$ cat src/sv/rrfg_pkg.sv
package rrfg_pkg;

    localparam int MAX_PIXELS = 64;
    localparam int MIN_PIXELS = 4;

    localparam int PIX_W      = 6;   // pixel index and rotation offset
    localparam int LEN_W      = 7;   // strip length register
    localparam int BSH_W      = 3;   // brightness shift register
    localparam int SEC_W      = 5;   // section length and ramp numerators
    localparam int DIVIDEND_W = 13;  // 0xff times a section position
    localparam int Q_W        = 8;   // ramp quotient
    localparam int DIV_STEPS  = 8;   // one quotient bit per step

    localparam int CFG_IDX_W  = 1;
    localparam int CFG_DATA_W = 7;

    localparam logic [CFG_IDX_W-1:0] REG_STRIP_LENGTH     = 1'b0;
    localparam logic [CFG_IDX_W-1:0] REG_BRIGHTNESS_SHIFT = 1'b1;

    localparam logic [LEN_W-1:0] STRIP_LENGTH_RESET = 7'd64;

    typedef struct packed {
        logic load;
        logic step;
    } div_ctrl_t;

endpackage

$ cat src/sv/rrfg_ramp_div.sv
module rrfg_ramp_div (
    input  logic                            aclk,
    input  rrfg_pkg::div_ctrl_t             ctrl,
    input  logic [rrfg_pkg::DIVIDEND_W-1:0] dividend,
    input  logic [rrfg_pkg::SEC_W-1:0]      divisor,
    output logic [rrfg_pkg::Q_W-1:0]        quotient
);
    import rrfg_pkg::*;

    // restoring divider, one quotient bit per step; the upper dividend bits
    // are already below the divisor since the quotient fits in Q_W bits
    logic [SEC_W-1:0] rem_reg, rem_next;
    logic [Q_W-1:0]   sh_reg, sh_next;
    logic [SEC_W:0]   trial;
    logic [SEC_W:0]   diff;
    logic             ge;

    always_comb begin
        trial    = {rem_reg, sh_reg[Q_W-1]};
        ge       = (trial >= {1'b0, divisor});
        diff     = trial - {1'b0, divisor};
        rem_next = rem_reg;
        sh_next  = sh_reg;
        if (ctrl.load) begin
            rem_next = dividend[DIVIDEND_W-1:Q_W];
            sh_next  = dividend[Q_W-1:0];
        end else if (ctrl.step) begin
            rem_next = ge ? diff[SEC_W-1:0] : trial[SEC_W-1:0];
            sh_next  = {sh_reg[Q_W-2:0], ge};
        end
    end

    always_ff @(posedge aclk) begin
        rem_reg <= rem_next;
        sh_reg  <= sh_next;
    end

    assign quotient = sh_reg;

endmodule

$ cat src/sv/rainbow_ring_frame_generator_top.sv
// channel  | dir | handshake             | payload
// ---------+-----+-----------------------+------------------------------------------
// s_       | in  | s_tvalid / s_tready   | s_tdata[0] frame_tick
// m_       | out | m_tvalid / m_tready   | m_tdata pixel, rgb; m_tlast last pixel
// cfg_     | in  | cfg_valid / cfg_ready | cfg_index, cfg_data
//
// a tick request is taken in idle, then offset + 1 is reduced modulo the
// length by repeated subtraction, then each pixel runs setup, 8 divide steps,
// emit; the three colour channels share those steps, each with its own
// bit-serial divider. requests are taken only between frames. a stalled
// m_tready holds the emit step of each pixel.
// aresetn is synchronous: offset 0, strip length 64, brightness shift 0.
module rainbow_ring_frame_generator_top (
    input  logic                            aclk,
    input  logic                            aresetn,
    input  logic                            s_tvalid,
    output logic                            s_tready,
    input  logic [7:0]                      s_tdata,    // [0] frame_tick
    output logic                            m_tvalid,
    input  logic                            m_tready,
    output logic [31:0]                     m_tdata,    // [5:0] pixel_index, [13:6] red,
                                                        // [20:14] green, [28:21] blue
    output logic                            m_tlast,    // last_pixel
    input  logic                            cfg_valid,
    output logic                            cfg_ready,
    input  logic [rrfg_pkg::CFG_IDX_W-1:0]  cfg_index,
    input  logic [rrfg_pkg::CFG_DATA_W-1:0] cfg_data
);
    import rrfg_pkg::*;

    typedef enum logic [2:0] {
        S_IDLE,
        S_MOD,
        S_SETUP,
        S_DIV,
        S_EMIT
    } state_t;

    // (x * 43) >> 7 equals x / 3 for x below 128
    localparam logic [11:0] DIV3_MUL = 12'd43;
    localparam int          DIV3_SHR = 7;

    state_t            state_reg, state_next;
    logic [LEN_W-1:0]  strip_length_reg, strip_length_next;
    logic [BSH_W-1:0]  brightness_shift_reg, brightness_shift_next;
    logic [LEN_W-1:0]  n_reg, n_next;
    logic [SEC_W-1:0]  len_reg, len_next;
    logic [BSH_W-1:0]  bsh_reg, bsh_next;
    logic [PIX_W-1:0]  offset_reg, offset_next;
    logic [LEN_W-1:0]  mod_reg, mod_next;
    logic [PIX_W-1:0]  pix_reg, pix_next;
    logic [PIX_W-1:0]  d_reg, d_next;
    logic [2:0]        cnt_reg, cnt_next;
    logic              m_tvalid_reg, m_tvalid_next;
    logic [31:0]       m_tdata_reg, m_tdata_next;
    logic              m_tlast_reg, m_tlast_next;

    logic [LEN_W-1:0]      n_clamped;
    logic [11:0]           len_prod;
    logic [LEN_W-1:0]      d7, l7, len2, len3, j7, i7;
    logic [SEC_W-1:0]      num_r, num_g, num_b;
    logic [DIVIDEND_W-1:0] dvd_r, dvd_g, dvd_b;
    logic [Q_W-1:0]        q_r, q_g, q_b;
    logic [7:0]            r_out, b_out;
    logic [6:0]            g_out;
    logic                  out_load;
    logic                  last_pix;
    logic [PIX_W-1:0]      d_inc;
    div_ctrl_t             dctl;

    assign s_tready  = (state_reg == S_IDLE);
    assign cfg_ready = 1'b1;
    assign m_tvalid  = m_tvalid_reg;
    assign m_tdata   = m_tdata_reg;
    assign m_tlast   = m_tlast_reg;

    always_comb begin
        if (strip_length_reg < LEN_W'(MIN_PIXELS)) begin
            n_clamped = LEN_W'(MIN_PIXELS);
        end else if (strip_length_reg > LEN_W'(MAX_PIXELS)) begin
            n_clamped = LEN_W'(MAX_PIXELS);
        end else begin
            n_clamped = strip_length_reg;
        end
    end

    assign len_prod = (12'(n_reg) + 12'd2) * DIV3_MUL;

    // ramp numerators for the current pixel distance
    always_comb begin
        d7    = {1'b0, d_reg};
        l7    = {2'b00, len_reg};
        len2  = l7 << 1;
        len3  = len2 + l7;
        j7    = d7 + n_reg - len2;
        i7    = '0;
        num_r = '0;
        num_g = '0;
        num_b = '0;
        if (d7 < l7) begin
            num_r = SEC_W'(l7 - d7);
            num_g = SEC_W'(d7);
            // wrap overlap: red and blue from the third ramp
            if (j7 < l7) begin
                num_r = SEC_W'(j7);
                num_b = SEC_W'(l7 - j7);
            end
        end else if (d7 < len2) begin
            i7    = d7 - l7;
            num_g = SEC_W'(l7 - i7);
            num_b = SEC_W'(i7);
        end else if (d7 < len3) begin
            i7    = d7 - len2;
            num_b = SEC_W'(l7 - i7);
            num_r = SEC_W'(i7);
        end
        dvd_r = {num_r, 8'b0} - DIVIDEND_W'(num_r);
        dvd_g = {1'b0, num_g, 7'b0} - DIVIDEND_W'(num_g);
        dvd_b = {num_b, 8'b0} - DIVIDEND_W'(num_b);
    end

    assign dctl.load = (state_reg == S_SETUP);
    assign dctl.step = (state_reg == S_DIV);

    rrfg_ramp_div u_div_r (
        .aclk     (aclk),
        .ctrl     (dctl),
        .dividend (dvd_r),
        .divisor  (len_reg),
        .quotient (q_r)
    );

    rrfg_ramp_div u_div_g (
        .aclk     (aclk),
        .ctrl     (dctl),
        .dividend (dvd_g),
        .divisor  (len_reg),
        .quotient (q_g)
    );

    rrfg_ramp_div u_div_b (
        .aclk     (aclk),
        .ctrl     (dctl),
        .dividend (dvd_b),
        .divisor  (len_reg),
        .quotient (q_b)
    );

    assign r_out    = q_r >> bsh_reg;
    assign g_out    = q_g[6:0] >> bsh_reg;
    assign b_out    = q_b >> bsh_reg;
    assign out_load = (state_reg == S_EMIT) && (!m_tvalid_reg || m_tready);
    assign last_pix = ({1'b0, pix_reg} + 7'd1 == n_reg);
    assign d_inc    = ({1'b0, d_reg} + 7'd1 == n_reg) ? '0 : d_reg + 1'b1;

    always_comb begin
        state_next            = state_reg;
        strip_length_next     = strip_length_reg;
        brightness_shift_next = brightness_shift_reg;
        n_next                = n_reg;
        len_next              = len_reg;
        bsh_next              = bsh_reg;
        offset_next           = offset_reg;
        mod_next              = mod_reg;
        pix_next              = pix_reg;
        d_next                = d_reg;
        cnt_next              = cnt_reg;
        m_tvalid_next         = m_tvalid_reg;
        m_tdata_next          = m_tdata_reg;
        m_tlast_next          = m_tlast_reg;

        if (cfg_valid && cfg_ready) begin
            case (cfg_index)
                REG_STRIP_LENGTH:     strip_length_next = cfg_data[LEN_W-1:0];
                REG_BRIGHTNESS_SHIFT: brightness_shift_next = cfg_data[BSH_W-1:0];
                default: ;
            endcase
        end

        if (m_tvalid_reg && m_tready) begin
            m_tvalid_next = 1'b0;
        end

        case (state_reg)
            S_IDLE: begin
                if (s_tvalid && s_tdata[0]) begin
                    n_next     = n_clamped;
                    bsh_next   = brightness_shift_reg;
                    mod_next   = {1'b0, offset_reg} + 7'd1;
                    state_next = S_MOD;
                end
            end
            S_MOD: begin
                len_next = len_prod[DIV3_SHR +: SEC_W];
                // reduce offset + 1 modulo the length by repeated subtraction
                if (mod_reg >= n_reg) begin
                    mod_next = mod_reg - n_reg;
                end else begin
                    offset_next = mod_reg[PIX_W-1:0];
                    d_next      = (mod_reg == '0) ? '0 : PIX_W'(n_reg - mod_reg);
                    pix_next    = '0;
                    state_next  = S_SETUP;
                end
            end
            S_SETUP: begin
                cnt_next   = '0;
                state_next = S_DIV;
            end
            S_DIV: begin
                cnt_next = cnt_reg + 1'b1;
                if (cnt_reg == 3'(DIV_STEPS - 1)) begin
                    state_next = S_EMIT;
                end
            end
            S_EMIT: begin
                if (out_load) begin
                    m_tvalid_next = 1'b1;
                    m_tdata_next  = {3'b000, b_out, g_out, r_out, pix_reg};
                    m_tlast_next  = last_pix;
                    pix_next      = pix_reg + 1'b1;
                    d_next        = d_inc;
                    state_next    = last_pix ? S_IDLE : S_SETUP;
                end
            end
            default: state_next = S_IDLE;
        endcase
    end

    always_ff @(posedge aclk) begin
        if (!aresetn) begin
            state_reg            <= S_IDLE;
            strip_length_reg     <= STRIP_LENGTH_RESET;
            brightness_shift_reg <= '0;
            offset_reg           <= '0;
            m_tvalid_reg         <= 1'b0;
        end else begin
            state_reg            <= state_next;
            strip_length_reg     <= strip_length_next;
            brightness_shift_reg <= brightness_shift_next;
            offset_reg           <= offset_next;
            m_tvalid_reg         <= m_tvalid_next;
        end
        n_reg       <= n_next;
        len_reg     <= len_next;
        bsh_reg     <= bsh_next;
        mod_reg     <= mod_next;
        pix_reg     <= pix_next;
        d_reg       <= d_next;
        cnt_reg     <= cnt_next;
        m_tdata_reg <= m_tdata_next;
        m_tlast_reg <= m_tlast_next;
    end

    // pixel position, distance and offset stay inside the ring during a frame
    a_pix_in_ring: assert property (@(posedge aclk) disable iff (!aresetn)
        (state_reg == S_SETUP) |-> ({1'b0, pix_reg} < n_reg))
        else $error("pixel index beyond strip length");

    a_dist_in_ring: assert property (@(posedge aclk) disable iff (!aresetn)
        (state_reg == S_SETUP) |-> ({1'b0, d_reg} < n_reg && {1'b0, offset_reg} < n_reg))
        else $error("distance or offset beyond strip length");

    // three sections always cover the ring
    a_sections_cover: assert property (@(posedge aclk) disable iff (!aresetn)
        (state_reg == S_SETUP) |-> ({2'b00, len_reg} * 3 >= 9'(n_reg)))
        else $error("sections do not cover the ring");

    // the last pixel ends the frame and frees the input side
    a_last_ends_frame: assert property (@(posedge aclk) disable iff (!aresetn)
        (out_load && last_pix) |=> (state_reg == S_IDLE && m_tvalid_reg && m_tlast_reg))
        else $error("frame did not end on last pixel");

    // the pixel index advances by one with each pixel emitted before the last
    a_dist_tracks: assert property (@(posedge aclk) disable iff (!aresetn)
        (out_load && !last_pix) |=> (pix_reg == $past(pix_reg) + 1'b1))
        else $error("pixel index did not advance");

endmodule
$ cat config.mk
export PLATFORM = sky130hd
export DESIGN_NAME = rainbow_ring_frame_generator_top
export DESIGN_NICKNAME = d
export VERILOG_FILES = /design/src/sv/rrfg_pkg.sv /design/src/sv/rrfg_ramp_div.sv /design/src/sv/rainbow_ring_frame_generator_top.sv
export SDC_FILE = /design/constraint.sdc
export NUM_CORES = 1
export LEC_CHECK = 0
export BUFFER_PORTS_ARGS = -buffer_cell sky130_fd_sc_hd__buf_2
export CAP_MARGIN = 15
export CORE_UTILIZATION = 30
export CTS_BUF_LIST = sky130_fd_sc_hd__clkbuf_8 sky130_fd_sc_hd__clkbuf_16
export CTS_CLUSTER_DIAMETER = 80
export DETAILED_ROUTE_END_ITERATION = 10
export REMOVE_ABC_BUFFERS = 1
export SYNTH_ARGS = -nofsm -noshare
export SYNTH_HDL_FRONTEND = slang
export SYNTH_HIERARCHICAL = 1
export SYNTH_SLANG_ARGS = --single-unit
$ cat constraint.sdc
create_clock -name aclk -period 5.4 [get_ports aclk]
set_input_delay 1.62 -clock aclk [delete_from_list [all_inputs] [get_ports aclk]]
set_output_delay 1.62 -clock aclk [all_outputs]
set_load 0.01 [all_outputs]
# ---- After elaboration in Yosys (flattened, before gate mapping)
# Index checks and enable logic that the tools add are counted.
dict set report totals {
  regBits 126
  out_inout_bits 36
  input_bits 21
  wordCells 139
}
dict set report classes {
  n_mul 1
  magnitude_cmp 10
  n_bitwise 2
  n_eq_ne 12
  add_sub_neg 24
  n_mux 47
  reduce_logical 19
  shifts 3
}
# cell n
set ops {}
lappend ops {{5-bit two-way mux} 19}
lappend ops {{8-bit two-way mux} 6}
lappend ops {{5-bit subtractor} 9}
lappend ops {{6-bit two-way mux} 6}
lappend ops {{13-bit by 5-bit subtractor with 13-bit output} 2}
lappend ops {{6-bit case mux with 2 select lines} 2}
lappend ops {{6-bit by 1-bit adder with 7-bit output (second input constant)} 3}
lappend ops {{7-bit two-way mux} 3}
lappend ops {{6-bit by 5-bit greater-or-equal comparator with 1-bit output} 3}
lappend ops {{8-bit by 3-bit >> shifter with 8-bit output} 2}
lappend ops {{3-bit case mux with 5 select lines} 1}
lappend ops {{7-bit equality test} 2}
lappend ops {{7-bit case mux with 2 select lines} 1}
lappend ops {{12-bit by 5-bit subtractor with 13-bit output} 1}
lappend ops {{6-bit by 1-bit adder with 6-bit output (second input constant)} 2}
lappend ops {{8-bit by 6-bit multiplier with 12-bit output (second input constant)} 1}
lappend ops {{3-bit two-way mux} 4}
lappend ops {{2-bit AND reduction} 5}
lappend ops {{7-bit by 2-bit adder with 8-bit output (second input constant)} 1}
lappend ops {{6-bit by 5-bit adder with 7-bit output} 1}
lappend ops {{6-bit by 7-bit adder with 7-bit output} 1}
lappend ops {{7-bit greater-or-equal comparator} 1}
lappend ops {{7-bit > comparator (second input constant)} 1}
lappend ops {{7-bit zero test} 1}
lappend ops {{27 further kinds} 40}

# ---- Depth between registers and ports, before layout
# Gate-level depths: netlist (run 1).
dict set report logic_depth {
  word_depth 7
  depth_mapped 20
  ltp_nobuf 20
}

# ---- Hierarchy
# Netlist (run 1), hierarchy kept.
# module area_per_inst_um2 cells_per_inst n_inst seq_area_each_um2
set modules_own_cells {}
lappend modules_own_cells {rainbow_ring_frame_generator_top 8059.0 844 1 2412.3}
lappend modules_own_cells {{rrfg_ramp_div (u_div_b)} 834.6 72 1 390.4}
lappend modules_own_cells {{rrfg_ramp_div (u_div_g)} 833.3 72 1 390.4}
lappend modules_own_cells {{rrfg_ramp_div (u_div_r)} 830.8 71 1 390.4}

# ---- Worst setup path before layout (run 1)
# OpenSTA, ideal clock, no wires.
dict set report synth_timing {
  kind {flip-flop to flip-flop}
  from {reg n_reg[2]}
  to {reg u_div_r.rem_reg[2], data pin}
  period_less_slack_ps 4190
  setup_time_ps 256
  path_buffers 0
  arrival_time_ps 3934
  path_slack_ps 1210
  required_ps 5144
  path_stages_with_launch 19
  path_cell_list {edfxtp_1 > inv_1 > fa_1 > inv_1 > ha_1 > a21oi_1 > xor2_1 > inv_1 > ha_1 > o211ai_1 > a21bo_2 > o211a_4 > o32a_1 > nand2_2 > clkinv_2 > ha_1 > and3_1 > a21o_1 > a22o_1}
}
dict set report synth_between {
  elab_chain_cells 7
}
# item line
set synth_rtl {}
lappend synth_rtl {{start: declaration} rainbow_ring_frame_generator_top.sv:46} ;# logic [LEN_W-1:0] n_reg, n_next;
lappend synth_rtl {{start signal: assignment} rainbow_ring_frame_generator_top.sv:243} ;# n_reg <= n_next;
lappend synth_rtl {{6-bit by 7-bit adder with 7-bit output (*)} rainbow_ring_frame_generator_top.sv:95} ;# j7 = d7 + n_reg - len2;
lappend synth_rtl {{7-bit by 6-bit subtractor with 7-bit output (*)} rainbow_ring_frame_generator_top.sv:95}
lappend synth_rtl {{7-bit by 5-bit < comparator with 1-bit output} rainbow_ring_frame_generator_top.sv:104} ;# if (j7 < l7) begin
lappend synth_rtl {{5-bit two-way mux (*)} rainbow_ring_frame_generator_top.sv:104}
lappend synth_rtl {{5-bit two-way mux (*)} rainbow_ring_frame_generator_top.sv:100} ;# if (d7 < l7) begin
lappend synth_rtl {{13-bit by 5-bit subtractor with 13-bit output (*)} rainbow_ring_frame_generator_top.sv:117} ;# dvd_r = {num_r, 8'b0} - DIVIDEND_W'(num_r);
lappend synth_rtl {{via dvd_r[10]} rainbow_ring_frame_generator_top.sv:62} ;# logic [DIVIDEND_W-1:0] dvd_r, dvd_g, dvd_b;
lappend synth_rtl {{5-bit two-way mux (*)} rrfg_ramp_div.sv:24} ;# if (ctrl.load) begin
lappend synth_rtl {{via u_div_r.rem_next[2]} rrfg_ramp_div.sv:12} ;# logic [SEC_W-1:0] rem_reg, rem_next;
lappend synth_rtl {{end signal: assignment} rrfg_ramp_div.sv:34} ;# rem_reg <= rem_next;
lappend synth_rtl {{end: declaration} rrfg_ramp_div.sv:12}
# Mark *: on every way through the listed nets, which the timed path passes. The rest lies on a longest branch.
# A chain may end at the register's enable or synchronous reset.

# ---- Worst setup path in the final report (run 1)
dict set report layout_timing {
  from {reg len_reg[2]}
  to {reg u_div_b.rem_reg[2], data pin}
}
dict set report layout_between {
  elab_chain_cells 7
  elab_cells_between_ends 20
  cone_classes {8 x add/sub; 5 x order compare; 7 x mux}
}
# item line
set layout_rtl {}
lappend layout_rtl {{start: declaration} rainbow_ring_frame_generator_top.sv:47} ;# logic [SEC_W-1:0] len_reg, len_next;
lappend layout_rtl {{start signal: assignment} rainbow_ring_frame_generator_top.sv:244} ;# len_reg <= len_next;
lappend layout_rtl {{6-bit by 5-bit adder with 7-bit output or 5-bit subtractor (tied branches)} {rainbow_ring_frame_generator_top.sv:94, rainbow_ring_frame_generator_top.sv:113}}
lappend layout_rtl {{6-bit by 7-bit < comparator with 1-bit output or 5-bit subtractor (tied branches)} {rainbow_ring_frame_generator_top.sv:112, rainbow_ring_frame_generator_top.sv:114}}
lappend layout_rtl {{5-bit two-way mux} rainbow_ring_frame_generator_top.sv:112} ;# end else if (d7 < len3) begin
lappend layout_rtl {{5-bit two-way mux} rainbow_ring_frame_generator_top.sv:108} ;# end else if (d7 < len2) begin
lappend layout_rtl {{5-bit two-way mux (*)} rainbow_ring_frame_generator_top.sv:100}
lappend layout_rtl {{13-bit by 5-bit subtractor with 13-bit output (*)} rainbow_ring_frame_generator_top.sv:119} ;# dvd_b = {num_b, 8'b0} - DIVIDEND_W'(num_b);
lappend layout_rtl {{via dvd_b[10]} rainbow_ring_frame_generator_top.sv:62}
lappend layout_rtl {{5-bit two-way mux (*)} rrfg_ramp_div.sv:24}
lappend layout_rtl {{via u_div_b.rem_next[2]} rrfg_ramp_div.sv:12}
lappend layout_rtl {{end signal: assignment} rrfg_ramp_div.sv:34}
lappend layout_rtl {{end: declaration} rrfg_ramp_div.sv:12}
# Mark *: on every way through the listed nets, which the timed path passes. The rest lies on a longest branch. The select of a mux whose other input is x is not followed.

==> impl_metrics.yaml, run 1 <==
setup_path:
  required_ns: 5.58
  path_buf_inv: 3
  worstReg2RegStart: "len_reg[2]"
  critPathArrivalTime_ns: 4.77
  cpLargestDelayFamily: "compound AO/OA/AOI/OAI gates"
  crit_chain: "inv_1, fa_1, inv_1, a21oi_1, nor2_1, nor2_1, xnor2_1, ha_1, nor2_1, a211oi_2, nand2_1, a32oi_1, o21a_1, ha_1, inv_1, o41ai_1, mux2i_1, a22o_1"
  cp_slowest_stage_delay_ns: 0.73
  crit_start: "len_reg[2]"
  cp-end-kind: "register"
  startpoint_type: "register"
  path_class: "register to register"
  cp_slowest_cell: "edfxtp_1"
  critPathMaxFanout: 11
cts:
  clkLatencyLatePin_ns: 0.43
  hold_buffers: 0
  cts_tree: "built"
  cts_setup_buffers: 0
  clock-sinks: 126
  root_buffer: "clkbuf_16"
  h-tree-depth: 4
  clockBufferDepth: 2
  path_clk_slew_ns: 0.06
  cts_buffers: 17
  cts_resized: 0
floorplanning:
  die_w_um: 189.6
  core_um2: 34540
  ios: 57
  die_h_um: 189.6
  num_rows: 68
  initial_utilization_pct: 30.56
  dieArea_um2: 35950
final_layout:
  diodes: 0
  largest_reg_flops: 29
  nNetsFinal: 1260
  syn_to_final_growth_pct: 12.78
  post_route_cells_drive_above_1_share_pct: 14.50
  mostFrequentLayoutCell: "inv_1"
  multiInputGateArea_um2: 6376
  fill_cells: 3558
  final_cell_mix: "inv_1 (116), ha_1 (110), edfxtp_1 (106)"
  ff_latch_area_um2: 3583
drt:
  wl_per_cell_um: 15.06
  drc_errors: 0
  drtAntennaViolNets: 0
  first_pass_iters: 5
  routed_wl_um: 23680
  drt_iter0_drc: 528
  vias: 7685
  vias_per_cell: 4.889
sta:
  max_slew.worst_pin.slew_ns: 0.9512
  finalClockSkew_ns: 0.01201
  period_share_pct: 85.05
  slew_headroom_pct: 35.75
  finalHoldViolCount: 0
  setup-tns-final_ns: 0
  slew_violations: 0
  rsz0062_at_grt: "false"
  fmax_mhz: 217.7
  fin_crit_ns: 4.593
  setup-violations-final: 0
yosys:
  syn_inst: 1059
  seq_area_frac_synth_pct: 33.94
  synth_ff_type: "edfxtp_1"
  synth_top_area_cell: "edfxtp_1"
  async_reset_ff_share_pct: 0
  synth_edf_count: 106
  syn_area_per_cell_um2: 9.969
  ys_ff_latch: 126
  syn-cell-area_um2: 10560
  synth.area.top_cells: "edfxtp_1 (30%), ha_1 (13%), fa_1 (4.7%)"
  yosysTopAreaCellShare_pct: 30.15
  synth_cell_types: 86
  ys_warn_count: 6
grt:
  grt_usage_pct: 13.58
  grt_max_degree: 40
  grt_pass1_vias: 7583
  grt_pass1_wl_um: 38830
  gr-total-overflow: 0
  antenna_found_initial: 0
placement:
  dp_hpwl_um: 18180
  io_buffers: 45
  gp_congestion: 0.8480
worst_hold_path:
  hp-class: "register to register"
  hold_start: "brightness_shift_reg[1]"
job:
  cap_violations: 0
run_status:
  status: "complete, no violations"
per-stage QoR:
step	cell area (um2)	instances	worst slack [ns]	hold WS [ns]	utilization, %
floorplan	10400	1027	1.150	0.4081	-
global placement	11300	1540	0.7921	0.4157	32.72
detailed placement	11300	1540	0.7785	0.4200	32.72
CTS	11910	1572	0.7678	0.4342	34.47
global route	11910	1572	0.3999	0.4523	34.47
finish	11910	1572	0.8073	0.4307	34.47
layout make-up:
cell class | instances | share of cell area, %
Clock buffer | 21 | 4.224
Clock inverter | 11 | 0.8512
Inverter | 119 | 3.783
Multi-Input combinational cell | 782 | 53.55
Sequential cell | 126 | 30.10
Tap cell | 455 | 4.781
Timing Repair Buffer | 58 | 2.711
path summary, 6_finish.rpt:
check,cells after the start,end,slack (ns)
min reg2reg,0,bsh_reg[1],0.43
max reg2reg,18,u_div_b/rem_reg[2],0.81
max,18,u_div_b/rem_reg[2],0.81
min,0,bsh_reg[1],0.43
synthesized netlist by cell type (all sizes together), types with 3 or more instances:
cell type  number
o21ai          50
o22ai          15
and3           10
inv           117
buf            19
nor4            3
a32oi           8
nor3           24
clkbuf         15
o21a            4
nand2b          6
fa             25
mux2i          41
and2           16
a211oi         16
nand2          55
a22o            3
o211ai          5
a31o            3
edfxtp        106
nand3          28
a21oi          47
xor2           27
ha            110
or3             3
a21boi          3
or2            13
a211o           4
o31ai          10
a21o           25
a31oi          18
xnor2          57
nor2b          31
dfxtp          20
mux2           26
nand4           4
nor2           62
o211a           3
metal layers:
layer  wire length [um]  vias to the layer above  GRT usage (%)
met1              11500                     3680          18.18
met5                  0                        -              0
met3                663                       27          2.066
met4                306                        0          3.722
li1                   -                     3858              -
met2              11220                      120          22.65
cells by family (layout without fill, tap and decap cells):
| kind of cell | Yosys count | in the layout | synth area share [%] |
|---|---|---|---|
| AOI/OAI and AO/OA | 229 | 229 | 15.60 |
| xor gates and xnor gates | 86 | 86 | 7.466 |
| adders and majority gates | 135 | 135 | 17.78 |
| buffers and inverters | 153 | 209 | 5.878 |
| DFF | 126 | 126 | 33.94 |
| muxes | 67 | 67 | 6.660 |
| other | 2 | 4 | 0.07113 |
| and+or+nand+nor | 261 | 261 | 12.61 |
worst register-to-register path: stages (launching register included):
cell,delay (ns)
edfxtp_1,0.73
inv_1,0.31
fa_1,0.49
inv_1,0.07
a21oi_1,0.06
nor2_1,0.08
nor2_1,0.05
xnor2_1,0.13
ha_1,0.28
nor2_1,0.05
a211oi_2,0.41
nand2_1,0.13
a32oi_1,0.26
o21a_1,0.22
ha_1,0.20
inv_1,0.09
o41ai_1,0.37
mux2i_1,0.16
a22o_1,0.25
Power of run 1 is not shown: default switching activity piles up to over one toggle a cycle in this logic, so the estimate is an artifact.
==> run 2, diff against run 1 <==
--- a/config.mk
+++ b/config.mk
@@ -9,2 +9,3 @@
 export CAP_MARGIN = 15
+export CORE_ASPECT_RATIO = 1.1
 export CORE_UTILIZATION = 30
==> constraint.sdc (replaced) <==
create_clock -name aclk -period 4.6 [get_ports aclk]
set_input_delay 0.92 -clock aclk [delete_from_list [all_inputs] [get_ports aclk]]
set_output_delay 0.92 -clock aclk [all_outputs]
set_load 0.01 [all_outputs]
==> run 2 against run 1 <==
Clock skew shrank 0.0023 ns. Critical path depth is 1 lower. Cell area rose by 0.87%. Worst setup slack got worse by 0.54 ns. Die area barely moved. Highest routed layer is now met5. Hold slack better by 0.057 ns. Routed wire length rose by 2.7%.
==> impl_metrics.yaml, run 2 (same netlist as run 1, synthesis figures left out) <==
placement:
  gp_congestion: 0.8719
  dp_hpwl_um: 18910
  io_buffers: 45
  placed_area_um2: 11430
sta:
  fmax_mhz: 230.8
  setup-violations-final: 0
  slew_headroom_pct: 33.71
  period_share_pct: 94.19
  setup-tns-final_ns: 0
  finalHoldViolCount: 0
  fin_crit_ns: 4.333
  slew_violations: 0
  finalClockSkew_ns: 0.009692
  max_slew.worst_pin.slew_ns: 0.9943
  rsz0062_at_grt: "false"
drt:
  drtAntennaViolNets: 0
  vias: 7781
  routed_wl_um: 24320
  drc_errors: 0
  first_pass_iters: 4
  vias_per_cell: 4.940
  wl_per_cell_um: 15.44
  drt_iter0_drc: 415
grt:
  gr-total-overflow: 0
  antenna_found_initial: 1
  grt_pass1_wl_um: 39900
  grt_max_degree: 67
  grt_pass1_vias: 7810
  grt_usage_pct: 13.85
floorplanning:
  num_rows: 71
  ios: 57
  dieArea_um2: 35950
  die_h_um: 198.8
  initial_utilization_pct: 30.63
  core_um2: 34470
  die_w_um: 180.9
final_layout:
  mostFrequentLayoutCell: "inv_1"
  post_route_cells_drive_above_1_share_pct: 16.09
  largest_reg_flops: 29
  final_cell_mix: "inv_1 (116), ha_1 (110), edfxtp_1 (106)"
  utilization_pct: 34.84
  syn_to_final_growth_pct: 13.76
  fin_area_um2: 12010
  nNetsFinal: 1280
  diodes: 0
setup_path:
  reg2regPathDepth: 17
  critPathMaxFanout: 8
  rrSetupSlack_ns: 0.27
  path_class: "register to register"
  startpoint_type: "register"
  cp-end-kind: "register"
  required_ns: 4.77
  reg2reg_to: "u_div_r/rem_reg[2]"
  crit_start: "n_reg[3]"
  critPathArrivalTime_ns: 4.51
  cp-endpoint: "u_div_r/rem_reg[2]"
  worstReg2RegStart: "n_reg[3]"
cts:
  hold_buffers: 0
  cts_setup_buffers: 0
  cts_tree: "built"
  h-tree-depth: 4
  clock-sinks: 126
  clkLatencyLatePin_ns: 0.42
  clockBufferDepth: 2
  cts_buffers: 17
  path_clk_slew_ns: 0.07
  root_buffer: "clkbuf_16"
worst_hold_path:
  hp-class: "register to register"
  hold_depth: 0
run_status:
  status: "complete, no violations"
job:
  cap_violations: 0
run 2: layer usage:
layer | wire length [um] | track usage [%]
met1 | 11310 | 17.40
met2 | 11910 | 24.62
met3 | 758 | 1.959
met4 | 327 | 3.894
met5 | 8 | 0
run 2: timing repair:
| item | in CTS | in global routing |
|---|---|---|
| endpoints found under the setup margin | 0 | 1 |
| hold endpoints to repair | 0 | 0 |
| gates resized for setup | 0 | 1 |
run 2: worst min path at each step:
stage | start | endpoint | slack, ns
2_1_floorplan | brightness_shift_reg[0] | bsh_reg[0] | 0.41
3_3_place_gp | brightness_shift_reg[1] | bsh_reg[1] | 0.47
4_1_cts | brightness_shift_reg[0] | brightness_shift_reg[0] | 0.49
3_5_place_dp | brightness_shift_reg[2] | bsh_reg[2] | 0.48
6_report | brightness_shift_reg[2] | bsh_reg[2] | 0.49
5_1_grt | brightness_shift_reg[0] | bsh_reg[0] | 0.51
run 2: area by class of cell:
class                   instances  area (um2)
clock buffers                  17       425.4
clock inverters                15       146.4
fillers                      3512       22460
inverters                     119       450.4
multi-input cells             782        6384
flip-flops and latches        126        3583
well taps                     438       548.0
repair buffers                 78       473.0
run 2: worst max-delay path, stage by stage, from the launching register on:
cell and delay, ns:
edfxtp_1 0.34, inv_1 0.14, fa_1 0.55, inv_1 0.05, ha_1 0.31, or2_2 0.34
o21ai_0 0.11, xnor2_1 0.14, ha_1 0.33, a21bo_2 0.25, o211a_4 0.18, o32a_1 0.32
nand2_2 0.11, clkinv_2 0.12, ha_1 0.26, and3_1 0.15, a21o_1 0.17, a22o_1 0.20
run 2: metrics by stage:
step	setup slack (ns)	hold WS [ns]	cells
after floorplan	0.3500	0.4081	1027
after global placement	0.2892	0.4710	1543
after detailed placement	0.2665	0.4767	1543
after CTS	0.2361	0.4869	1575
after global routing	0.04156	0.5091	1575
final	0.2671	0.4881	1575
Power of run 2 is left out for the same reason.
